[src/design/ssu_dpp_pkg.sv]
`timescale 1ns / 1ps
// ----------------------------------------------------------------------------
// ssu_dpp_pkg
// Shared widths and the result word type of the SSU data payload parser.
// ----------------------------------------------------------------------------
package ssu_dpp_pkg;

    localparam int BYTE_W      = 8;
    localparam int MSG_ID_W    = 32;
    localparam int FRAG_NUM_W  = 7;
    localparam int FRAG_SIZE_W = 14;
    localparam int INFO_W      = 24;
    localparam int COUNT_W     = 8;
    localparam int POS_W       = 3;

    // Bit positions inside the three-byte fragment info word
    localparam int INFO_NUM_LSB  = 17;
    localparam int INFO_LAST_BIT = 16;

    // Field byte counts
    localparam logic [POS_W-1:0] FIXED_BYTES = 3'd4;
    localparam logic [POS_W-1:0] INFO_BYTES  = 3'd3;

    // Master-side tdata width: result fields rounded up to whole bytes
    localparam int RES_BITS = MSG_ID_W + FRAG_NUM_W + 1 + FRAG_SIZE_W + BYTE_W + 1;
    localparam int TDATA_W  = ((RES_BITS + 7) / 8) * 8;

    // Result kinds
    localparam logic KIND_HEADER = 1'b0;
    localparam logic KIND_DATA   = 1'b1;

    // One result word
    typedef struct packed {
        logic                   kind;
        logic [MSG_ID_W-1:0]    message_id;
        logic [FRAG_NUM_W-1:0]  fragment_number;
        logic                   last_fragment_of_message;
        logic [FRAG_SIZE_W-1:0] fragment_size;
        logic [BYTE_W-1:0]      data_byte;
        logic                   end_of_fragment;
        logic                   end_of_payload;
    } result_t;

endpackage

[src/design/ssu_dpp_parser.sv]
`timescale 1ns / 1ps
// ----------------------------------------------------------------------------
// ssu_dpp_parser
// Byte-wise payload parser: walks the flag byte, ack and field sections,
// gathers fragment headers and tags each fragment data byte.
// ----------------------------------------------------------------------------
module ssu_dpp_parser (
    input  logic                                clk,
    input  logic                                rst_n,
    input  logic                                byte_accept,
    input  logic [ssu_dpp_pkg::BYTE_W-1:0]      payload_byte,
    input  logic                                start_of_payload,
    output logic                                res_valid,
    output ssu_dpp_pkg::result_t                res_word
);
    import ssu_dpp_pkg::*;

    typedef enum logic [3:0] {
        PH_IDLE,
        PH_ACK_COUNT,
        PH_ACK_SKIP,
        PH_FIELD_COUNT,
        PH_FIELD_FIXED,
        PH_FIELD_VAR,
        PH_FRAG_COUNT,
        PH_MSG_ID,
        PH_FRAG_INFO,
        PH_DATA,
        PH_DONE
    } phase_t;

    phase_t                  phase_reg,     phase_next;
    logic [1:0]              flags_reg,     flags_next;
    logic [COUNT_W-1:0]      items_reg,     items_next;
    logic [POS_W-1:0]        pos_reg,       pos_next;
    logic [COUNT_W-1:0]      frags_reg,     frags_next;
    logic [MSG_ID_W-1:0]     msg_id_reg,    msg_id_next;
    logic [INFO_W-1:0]       info_reg,      info_next;
    logic [FRAG_SIZE_W-1:0]  data_left_reg, data_left_next;

    logic [POS_W-1:0]        pos_inc;
    logic [COUNT_W-1:0]      items_dec;
    logic [COUNT_W-1:0]      frags_dec;
    logic [FRAG_SIZE_W-1:0]  data_left_dec;
    logic [INFO_W-1:0]       info_shifted;
    logic                    eof;

    assign pos_inc       = pos_reg + 3'd1;
    assign items_dec     = items_reg - 8'd1;
    assign frags_dec     = frags_reg - 8'd1;
    assign data_left_dec = data_left_reg - 14'd1;
    assign info_shifted  = {info_reg[INFO_W-BYTE_W-1:0], payload_byte};
    assign eof           = (data_left_dec == '0);

    // Next state and result for the byte being accepted
    always_comb
    begin
        phase_next     = phase_reg;
        flags_next     = flags_reg;
        items_next     = items_reg;
        pos_next       = pos_reg;
        frags_next     = frags_reg;
        msg_id_next    = msg_id_reg;
        info_next      = info_reg;
        data_left_next = data_left_reg;
        res_valid      = 1'b0;

        res_word.kind                     = KIND_HEADER;
        res_word.message_id               = msg_id_reg;
        res_word.fragment_number          = info_reg[INFO_NUM_LSB +: FRAG_NUM_W];
        res_word.last_fragment_of_message = info_reg[INFO_LAST_BIT];
        res_word.fragment_size            = info_reg[FRAG_SIZE_W-1:0];
        res_word.data_byte                = '0;
        res_word.end_of_fragment          = 1'b0;
        res_word.end_of_payload           = 1'b0;

        if (byte_accept)
        begin
            if (start_of_payload)
            begin
                // Flag byte: restart whatever was in progress
                flags_next     = payload_byte[7:6];
                items_next     = '0;
                pos_next       = '0;
                frags_next     = '0;
                msg_id_next    = '0;
                info_next      = '0;
                data_left_next = '0;
                if (payload_byte[7])
                    phase_next = PH_ACK_COUNT;
                else if (payload_byte[6])
                    phase_next = PH_FIELD_COUNT;
                else
                    phase_next = PH_FRAG_COUNT;
            end
            else
            begin
                unique case (phase_reg)
                    PH_ACK_COUNT:
                    begin
                        items_next = payload_byte;
                        pos_next   = '0;
                        if (payload_byte != '0)
                            phase_next = PH_ACK_SKIP;
                        else
                            phase_next = flags_reg[0] ? PH_FIELD_COUNT : PH_FRAG_COUNT;
                    end
                    PH_ACK_SKIP:
                    begin
                        pos_next = pos_inc;
                        if (pos_inc >= FIXED_BYTES)
                        begin
                            pos_next   = '0;
                            items_next = items_dec;
                            if (items_dec == '0)
                                phase_next = flags_reg[0] ? PH_FIELD_COUNT : PH_FRAG_COUNT;
                        end
                    end
                    PH_FIELD_COUNT:
                    begin
                        items_next = payload_byte;
                        pos_next   = '0;
                        phase_next = (payload_byte == '0) ? PH_FRAG_COUNT : PH_FIELD_FIXED;
                    end
                    PH_FIELD_FIXED:
                    begin
                        pos_next = pos_inc;
                        if (pos_inc >= FIXED_BYTES)
                        begin
                            pos_next   = '0;
                            phase_next = PH_FIELD_VAR;
                        end
                    end
                    PH_FIELD_VAR:
                    begin
                        // Variable part ends at the first byte with bit 7 clear
                        if (!payload_byte[7])
                        begin
                            items_next = items_dec;
                            phase_next = (items_dec == '0) ? PH_FRAG_COUNT : PH_FIELD_FIXED;
                        end
                    end
                    PH_FRAG_COUNT:
                    begin
                        frags_next = payload_byte;
                        if (payload_byte == '0)
                            phase_next = PH_DONE;
                        else
                        begin
                            phase_next  = PH_MSG_ID;
                            pos_next    = '0;
                            msg_id_next = '0;
                        end
                    end
                    PH_MSG_ID:
                    begin
                        msg_id_next = {msg_id_reg[MSG_ID_W-BYTE_W-1:0], payload_byte};
                        pos_next    = pos_inc;
                        if (pos_inc >= FIXED_BYTES)
                        begin
                            pos_next   = '0;
                            info_next  = '0;
                            phase_next = PH_FRAG_INFO;
                        end
                    end
                    PH_FRAG_INFO:
                    begin
                        info_next = info_shifted;
                        pos_next  = pos_inc;
                        if (pos_inc >= INFO_BYTES)
                        begin
                            // Header complete: give the header word
                            pos_next       = '0;
                            frags_next     = frags_dec;
                            data_left_next = info_shifted[FRAG_SIZE_W-1:0];
                            res_valid      = 1'b1;
                            res_word.fragment_number =
                                info_shifted[INFO_NUM_LSB +: FRAG_NUM_W];
                            res_word.last_fragment_of_message =
                                info_shifted[INFO_LAST_BIT];
                            res_word.fragment_size = info_shifted[FRAG_SIZE_W-1:0];
                            if (info_shifted[FRAG_SIZE_W-1:0] == '0)
                            begin
                                // Empty fragment
                                res_word.end_of_fragment = 1'b1;
                                res_word.end_of_payload  = (frags_dec == '0);
                                if (frags_dec == '0)
                                    phase_next = PH_DONE;
                                else
                                begin
                                    phase_next  = PH_MSG_ID;
                                    msg_id_next = '0;
                                end
                            end
                            else
                                phase_next = PH_DATA;
                        end
                    end
                    PH_DATA:
                    begin
                        data_left_next           = data_left_dec;
                        res_valid                = 1'b1;
                        res_word.kind            = KIND_DATA;
                        res_word.data_byte       = payload_byte;
                        res_word.end_of_fragment = eof;
                        res_word.end_of_payload  = eof && (frags_reg == '0);
                        if (eof)
                        begin
                            if (frags_reg == '0)
                                phase_next = PH_DONE;
                            else
                            begin
                                phase_next  = PH_MSG_ID;
                                pos_next    = '0;
                                msg_id_next = '0;
                            end
                        end
                    end
                    default:
                    begin
                        // Idle or done: byte ignored
                    end
                endcase
            end
        end
    end

    // Parser state
    always_ff @(posedge clk or negedge rst_n)
    begin
        if (!rst_n)
        begin
            phase_reg     <= PH_IDLE;
            flags_reg     <= '0;
            items_reg     <= '0;
            pos_reg       <= '0;
            frags_reg     <= '0;
            msg_id_reg    <= '0;
            info_reg      <= '0;
            data_left_reg <= '0;
        end
        else
        begin
            phase_reg     <= phase_next;
            flags_reg     <= flags_next;
            items_reg     <= items_next;
            pos_reg       <= pos_next;
            frags_reg     <= frags_next;
            msg_id_reg    <= msg_id_next;
            info_reg      <= info_next;
            data_left_reg <= data_left_next;
        end
    end

endmodule

[src/design/ssu_dpp_out_skid.sv]
`timescale 1ns / 1ps
// ----------------------------------------------------------------------------
// ssu_dpp_out_skid
// Result register with one skid word, so the input side keeps running
// while a result waits on the master side.
// ----------------------------------------------------------------------------
module ssu_dpp_out_skid (
    input  logic                 clk,
    input  logic                 rst_n,
    input  logic                 in_valid,
    input  ssu_dpp_pkg::result_t in_word,
    output logic                 in_ready,
    output logic                 out_valid,
    output ssu_dpp_pkg::result_t out_word,
    input  logic                 out_ready
);
    import ssu_dpp_pkg::*;

    logic    out_valid_reg,  out_valid_next;
    logic    skid_valid_reg, skid_valid_next;
    result_t out_word_reg,   out_word_next;
    result_t skid_word_reg,  skid_word_next;

    assign in_ready  = !skid_valid_reg;
    assign out_valid = out_valid_reg;
    assign out_word  = out_word_reg;

    // Refill the output word from skid first, then from the parser
    always_comb
    begin
        out_valid_next  = out_valid_reg;
        skid_valid_next = skid_valid_reg;
        out_word_next   = out_word_reg;
        skid_word_next  = skid_word_reg;
        if (out_ready || !out_valid_reg)
        begin
            if (skid_valid_reg)
            begin
                out_valid_next  = 1'b1;
                out_word_next   = skid_word_reg;
                skid_valid_next = 1'b0;
            end
            else
            begin
                out_valid_next = in_valid;
                out_word_next  = in_word;
            end
        end
        else if (in_valid)
        begin
            skid_valid_next = 1'b1;
            skid_word_next  = in_word;
        end
    end

    always_ff @(posedge clk or negedge rst_n)
    begin
        if (!rst_n)
        begin
            out_valid_reg  <= 1'b0;
            skid_valid_reg <= 1'b0;
        end
        else
        begin
            out_valid_reg  <= out_valid_next;
            skid_valid_reg <= skid_valid_next;
        end
    end

    // Payload words
    always_ff @(posedge clk)
    begin
        out_word_reg  <= out_word_next;
        skid_word_reg <= skid_word_next;
    end

endmodule

[src/design/ssu_data_payload_parser_unit.sv]
`timescale 1ns / 1ps
// ----------------------------------------------------------------------------
// ssu_data_payload_parser_unit
// SSU data payload parser: bytes in, fragment header and data words out.
// ----------------------------------------------------------------------------
// Takes one payload byte per cycle on the slave side while s_axis_tready is
// high; tuser high marks the flag byte of a new payload and restarts parsing
// at once. Ack and field sections are skipped, and each fragment gives one
// header word (tuser 0) followed by one word per data byte (tuser 1); tlast
// marks the last word of the payload. A result is registered in the result
// register, passing through the skid word first while the master side stalls.
// The sustained rate is one byte per cycle; s_axis_tready falls only when the
// result register and its skid word are both full.
module ssu_data_payload_parser_unit (
    input  logic                             clk,
    input  logic                             rst_n,
    input  logic                             s_axis_tvalid,
    output logic                             s_axis_tready,
    // [7:0] payload_byte
    input  logic [ssu_dpp_pkg::BYTE_W-1:0]   s_axis_tdata,
    // [0] start_of_payload
    input  logic                             s_axis_tuser,
    output logic                             m_axis_tvalid,
    input  logic                             m_axis_tready,
    // [31:0] message_id, [38:32] fragment_number,
    // [39] last_fragment_of_message, [53:40] fragment_size,
    // [61:54] data_byte, [62] end_of_fragment, [63] zero
    output logic [ssu_dpp_pkg::TDATA_W-1:0]  m_axis_tdata,
    // [0] result_kind
    output logic                             m_axis_tuser,
    // end_of_payload
    output logic                             m_axis_tlast
);
    import ssu_dpp_pkg::*;

    logic    byte_accept;
    logic    res_valid;
    result_t res_word;
    result_t out_word;

    assign byte_accept = s_axis_tvalid && s_axis_tready;

    // Parser
    ssu_dpp_parser u_parser (
        .clk              (clk),
        .rst_n            (rst_n),
        .byte_accept      (byte_accept),
        .payload_byte     (s_axis_tdata),
        .start_of_payload (s_axis_tuser),
        .res_valid        (res_valid),
        .res_word         (res_word)
    );

    // Result register and skid word
    ssu_dpp_out_skid u_out (
        .clk       (clk),
        .rst_n     (rst_n),
        .in_valid  (res_valid),
        .in_word   (res_word),
        .in_ready  (s_axis_tready),
        .out_valid (m_axis_tvalid),
        .out_word  (out_word),
        .out_ready (m_axis_tready)
    );

    // Pack the master-side word
    assign m_axis_tdata = {
        {(TDATA_W - RES_BITS){1'b0}},
        out_word.end_of_fragment,
        out_word.data_byte,
        out_word.fragment_size,
        out_word.last_fragment_of_message,
        out_word.fragment_number,
        out_word.message_id
    };
    assign m_axis_tuser = out_word.kind;
    assign m_axis_tlast = out_word.end_of_payload;

endmodule
[config.mk]
export PLATFORM = sky130hd
export DESIGN_NAME = ssu_data_payload_parser_unit
export DESIGN_NICKNAME = d
export VERILOG_FILES = /design/src/design/ssu_dpp_pkg.sv /design/src/design/ssu_dpp_parser.sv /design/src/design/ssu_dpp_out_skid.sv /design/src/design/ssu_data_payload_parser_unit.sv
export SDC_FILE = /design/constraint.sdc
export NUM_CORES = 1
export LEC_CHECK = 0
export BUFFER_PORTS_ARGS = -buffer_cell sky130_fd_sc_hd__buf_2
export CAP_MARGIN = 20
export CORE_UTILIZATION = 60
export CTS_BUF_LIST = sky130_fd_sc_hd__clkbuf_8
export DETAILED_ROUTE_END_ITERATION = 8
export PLACE_DENSITY = 0.92
export SLEW_MARGIN = 0
export SYNTH_ARGS = -nofsm -noshare
export SYNTH_HDL_FRONTEND = slang
export SYNTH_SLANG_ARGS = --single-unit
[constraint.sdc]
create_clock -name clk -period 8.4 [get_ports clk]
set_input_delay 0.84 -clock clk [delete_from_list [all_inputs] [get_ports clk]]
set_output_delay 0.84 -clock clk [all_outputs]
set_load 0.02 [all_outputs]
==> flow_metrics.tcl, run 1 <==
set metrics [dict create \
    status "finished, final reports clean" \
    yosys_warnings 0 \
    cts_resized 0 \
    clkTransAtPathRegs_ps 60 \
    maxCapViolCount 0 \
    dieArea_um2 17700 \
    netlist.area_leader.share 0.380 \
    synth_cells 835 \
    yosysUniqueCellTypes 76 \
    endpoint_kind "output port" \
    num_vias 7422 \
    cts-root-buf "clkbuf_8" \
    post-route-period-util 0.472 \
    path_cells "clkinv_1 > buf_2" \
    n_antenna_cell 0 \
    layout.nets 936 \
    start_util 0.617 \
    crit_fanout 46 \
    async_reset_ff_frac 0.425 \
    ys_ff_latch 226 \
    crit_path_top_delay_cell "clkinv_1" \
    hp-class "input port to asynchronous set/reset pin" \
    grt_max_degree 69 \
    drt_iter0_drc 1106 \
    drc 0 \
    ir_drop_uv 151 \
    synthesis.area_um2 10300 \
    port_buffers 79 \
    fin_crit_ps 3970 \
    grt_use_met1 0.370 \
    final-max-slew-violation-count 0 \
    rsz0062_at_grt "no" \
    start_kind "flip-flop" \
    synth-edff-count 130 \
    p_leak_uw 0.00501 \
    vias_per_cell 6.39 \
    fmax_mhz 252 \
    numClockSinks 226 \
    yosys.area.top_type "edfxtp_1" \
    synth_area_per_cell_um2 12.3 \
    path_class "flip-flop to output port" \
    gp_congestion 0.951 \
    rows 47 \
    critical_path_required_ps 7560 \
    busiest_layer "met2" \
    grt_pass1_vias 7037 \
    cts_made_buffers 36 \
    postCtsSetupBuffers 0 \
    drt-total-wl_mm 24.0 \
    grt_util_met2 0.442 \
    io_pins 81 \
    met3_usage 0.0556 \
    yosys-top-cells-area "edfxtp_1 (38%), dfrtp_1 (23%), mux2_2 (6.4%)" \
    synth.net_count 857 \
    ctsHoldBuffers 0 \
    fin_skew_ps 31.7 \
    wire_per_inst_um 20.7 \
    hold_viol 0 \
    yosys_most_used_dff "edfxtp_1" \
    synthToLayoutAreaGrowth_pct 11.9 \
    dr.pass1.iters 6 \
    cts-htree-levels 2 \
    final_cell_mix "edfxtp_1 (130), dfrtp_1 (95), buf_2 (78)" \
    max_stage_delay_ps 1080 \
    critPathBufInv 2 \
    clk_path_buf_depth 3 \
    fp.coreArea_um2 16600 \
    final_layout_size_suffix_gt1_frac 0.225 \
    die_x_um 133 \
    ys_seq_area_frac 0.614 \
    grt_use_total 0.277 \
    p_per_area_nw_per_um2 236 \
    clk_latency_ps 540 \
    power_uw 2710 \
    antenna_found_initial 0 \
    grt_pass1_wl_mm 38.0 \
    worst_pin_slew_ps 1040 \
    critPathTopFamily "buffers and inverters" \
    cp.arrival_ps 3130 \
    setup_viol 0 \
    slew_headroom 0.306 \
    grt_remaining_overflow 0 \
    setup-tns-final_ps 0 \
    final_common_cell "edfxtp_1" \
    die_h_um 133 \
    hpwl_mm 14.5 \
    antenna_left 0 \
    cts_tree "built" \
]
## stage by stage
stage	worst slack, ps	util	cells	hold WS (ps)	area, um^2
floorplan	2570	-	835	444	10300
global placement	4850	0.649	1092	460	10800
detailed placement	4770	0.649	1092	469	10800
CTS	4460	0.688	1158	399	11500
global route	4300	0.691	1162	427	11500
finish	4430	0.691	1162	369	11500
## synthesized netlist by cell type (all sizes together), types with 4 or more instances
cell,count
o211ai,4
edfxtp,130
o21ai,77
dfrtp,96
o31ai,8
and3,5
nor4,13
a21oi,42
a21o,10
nand2b,5
nor2,51
a22o,39
clkbuf,36
buf,13
nor3,20
ha,9
nor3b,6
inv,19
nand4,5
and2,14
xnor2,4
or4,6
nand3,10
nand2,72
mux2,78
a22oi,5
## kinds of logic after synthesis
family	count (synthesis)	synth area share
DFF	226	0.614
muxes	79	0.0864
and+or+nand+nor	229	0.117
AOI/OAI and AO/OA	216	0.137
other	1	0.000365
buffers and inverters	69	0.0292
adders and majority gates	9	0.0110
xor gates and xnor gates	6	0.00511
## worst paths after layout
check,startpoint,to,cells past startpoint,slack [ps]
setup / recovery,u_out.skid_valid_reg,s_axis_tready,2,4430
hold / removal,rst_n,u_parser.items_reg[6],1,370
setup reg to reg,u_parser.phase_reg[3],u_out.skid_word_reg[3],7,5200
hold reg to reg,u_parser.info_reg[23],u_parser.info_reg[23],2,480
max in group asynchronous,rst_n,u_out.skid_valid_reg,2,6950
min in group clk,u_parser.info_reg[23],u_parser.info_reg[23],2,480
## final cells by class
type | instances | area, um^2
Tap cell | 220 | 275
Timing Repair Buffer | 90 | 495
Multi-Input combinational cell | 540 | 3700
Fill cell | 1080 | 5150
Sequential cell | 226 | 6310
Inverter | 20 | 75.1
Clock buffer | 38 | 523
Clock inverter | 28 | 124
## where the power goes
group | switching, uW | leakage [uW] | internal, uW
registers | 95.0 | 0.00267 | 1230
clock network | 429 | 0.000411 | 423
logic | 329 | 0.00193 | 207
total | 853 | 0.00501 | 1860
## routing by layer
| layer | wire length [um] | share of wire |
|---|---|---|
| met1 | 9740 | 0.41 |
| met2 | 11400 | 0.47 |
| met3 | 2010 | 0.083 |
| met5 | 0 | 0 |
| met4 | 930 | 0.039 |
Note: power is estimated with default switching activity, not from simulation.
==> run 2: changes to the inputs <==
==> constraint.sdc (replaced) <==
create_clock -name clk -period 3.8 [get_ports clk]
set_input_delay 0.38 -clock clk [delete_from_list [all_inputs] [get_ports clk]]
set_output_delay 0.38 -clock clk [all_outputs]
set_load 0.02 [all_outputs]
==> run 2 against run 1 <==
- count of clock-buffer cells in the layout fell by 1
- critical path depth up 7
- sequential power grew 120%
- worst hold slack got worse by 130 ps
- sequential share of layout area down 0.47 points
- first-iteration DRC count is 31% lower
- register-to-register slack got worse by 4300 ps
- total power grew 120%
- critical path type is now flip-flop to flip-flop
==> flow_metrics.tcl, run 2 (same netlist as run 1, synthesis figures left out) <==
set metrics [dict create \
    setup_viol 0 \
    grt_remaining_overflow 0 \
    finalNonFillerCells 1168 \
    cts-root-buf "clkbuf_8" \
    rr_worst_depth 9 \
    cp.arrival_ps 3290 \
    status "finished, final reports clean" \
    grt_pass1_wl_mm 36.3 \
    cts_tree "built" \
    layout.nets 945 \
    grt_pass1_vias 6866 \
    endpoint_kind "flip-flop" \
    final_cell_mix "edfxtp_1 (130), dfrtp_1 (95), buf_2 (78)" \
    clkTransAtPathRegs_ps 60 \
    drc 0 \
    fmax_mhz 345 \
    ir_drop_uv 345 \
    dieArea_um2 17700 \
    rows 47 \
    ff2ff_setup_slack_ps 900 \
    path_class "flip-flop to flip-flop" \
    clk_latency_ps 530 \
    fin_crit_ps 2900 \
    cts-htree-levels 2 \
    n_antenna_cell 0 \
    drt-total-wl_mm 22.9 \
    path_cells "inv_1 > ha_1 > or3b_4 > or4_4 > a31o_1 > o31ai_2 > o211ai_2 > buf_4 > a22o_1" \
    start_util 0.617 \
    critical_path_required_ps 4190 \
    hp-class "input port to flip-flop" \
    port_buffers 79 \
    worst_pin_slew_ps 945 \
    multiInputGateArea_um2 3700 \
    die_h_um 133 \
    critPathBufInv 2 \
    antenna_left 0 \
    final_layout_size_suffix_gt1_frac 0.234 \
    wire_per_inst_um 19.6 \
    crit_path_top_delay_cell "dfrtp_1" \
    post-route-period-util 0.764 \
    antenna_found_initial 0 \
    r2r-start "u_parser.frags_reg[0]" \
    grt_max_degree 69 \
    dp.cells 1104 \
    regArea_um2 6310 \
    vias_per_cell 6.22 \
    p_leak_uw 0.00503 \
    max_stage_delay_ps 450 \
    clk_path_buf_depth 3 \
    fp.coreArea_um2 16600 \
    p_switching_uw 1840 \
    drt_iter0_drc 758 \
    cts_made_buffers 35 \
    fin_skew_ps 23.9 \
    final_common_cell "edfxtp_1" \
    fillers 1092 \
    final-max-slew-violation-count 0 \
    numClockSinks 226 \
    p_sw_frac 0.304 \
    slew_headroom 0.370 \
    cp-startpoint "u_parser.frags_reg[0]" \
    maxCapViolCount 0 \
    internal_power_uw 4220 \
    dr.pass1.iters 6 \
    cp-endpoint "u_parser.msg_id_reg[11]" \
    p_per_area_nw_per_um2 523 \
    power_frac_clock 0.322 \
    synthToLayoutAreaGrowth_pct 12.8 \
    hpwl_mm 14.6 \
    num_vias 7263 \
    gp_congestion 0.939 \
    die_x_um 133 \
    setup-tns-final_ps 0 \
    rsz0062_at_grt "no" \
    crit_fanout 32 \
    io_pins 81 \
    hold_viol 0 \
    p_comb_frac 0.202 \
    worst-path-stages 9 \
    power_frac_seq 0.476 \
    grt_use_total 0.264 \
    critPathTopFamily "compound AO/OA/AOI/OAI gates" \
    start_kind "flip-flop" \
    reg2reg_to "u_parser.msg_id_reg[11]" \
]
-- run 2: worst min-delay path, stage by stage --
cell and delay (ps):
buf_2 190, nand2_1 80, o21ai_0 60
-- run 2: layer usage --
| metal | vias to the layer above | wire length (um) | GRT usage |
|---|---|---|---|
| met5 | - | 0 | 0 |
| met4 | 0 | 744 | 0.110 |
| met3 | 67 | 1570 | 0.0383 |
| met2 | 346 | 10900 | 0.425 |
| met1 | 3538 | 9720 | 0.361 |
| li1 | 3312 | - | - |
-- run 2: timing repair --
| item | in CTS | in global routing |
|---|---|---|
| buffers inserted | 0 | 0 |
| resized for setup | 0 | 0 |
| hold buffers | 1 | 0 |
| endpoints found under the hold margin | 29 | 0 |
-- run 2: power by group through the flow --
stage	clock (uW)	combinational (uW)	sequential [uW]
floorplan	0	919	2890
global placement	0	1170	2920
detailed placement	0	1190	2930
CTS	1980	1200	2880
global route	2090	1330	2900
finish	1950	1220	2890
-- run 2: worst min-delay path by stage --
stage                               start                     to  slack, ps  cells past startpoint
after detailed placement            rst_n  u_parser.items_reg[5]        330                      1
after global routing      s_axis_tdata[1]   u_parser.info_reg[1]        280                      3
final                     s_axis_tdata[0]   u_parser.info_reg[0]        240                      3
after floorplan                     rst_n        u_out.out_valid         80                      0
after CTS                 s_axis_tdata[0]   u_parser.info_reg[0]        220                      3
after global placement              rst_n  u_parser.items_reg[4]        330                      1
-- run 2: per-stage QoR --
step	total power [uW]	hold slack, ps	util	instance area [um^2]	setup slack (ps)
4_1_cts	6060	220	0.696	11600	921
6_report	6060	240	0.697	11600	898
2_1_floorplan	3810	84.4	-	10300	170
3_3_place_gp	4090	334	0.655	10900	1000
3_5_place_dp	4120	331	0.655	10900	943
5_1_grt	6320	278	0.697	11600	783
-- run 2: area by class of cell --
class / count / area share
Clock buffer: 37 / 0.0439
Clock inverter: 25 / 0.0139
Inverter: 20 / 0.00647
Multi-Input combinational cell: 540 / 0.319
Sequential cell: 226 / 0.544
Tap cell: 220 / 0.0237
Timing Repair Buffer: 100 / 0.0492
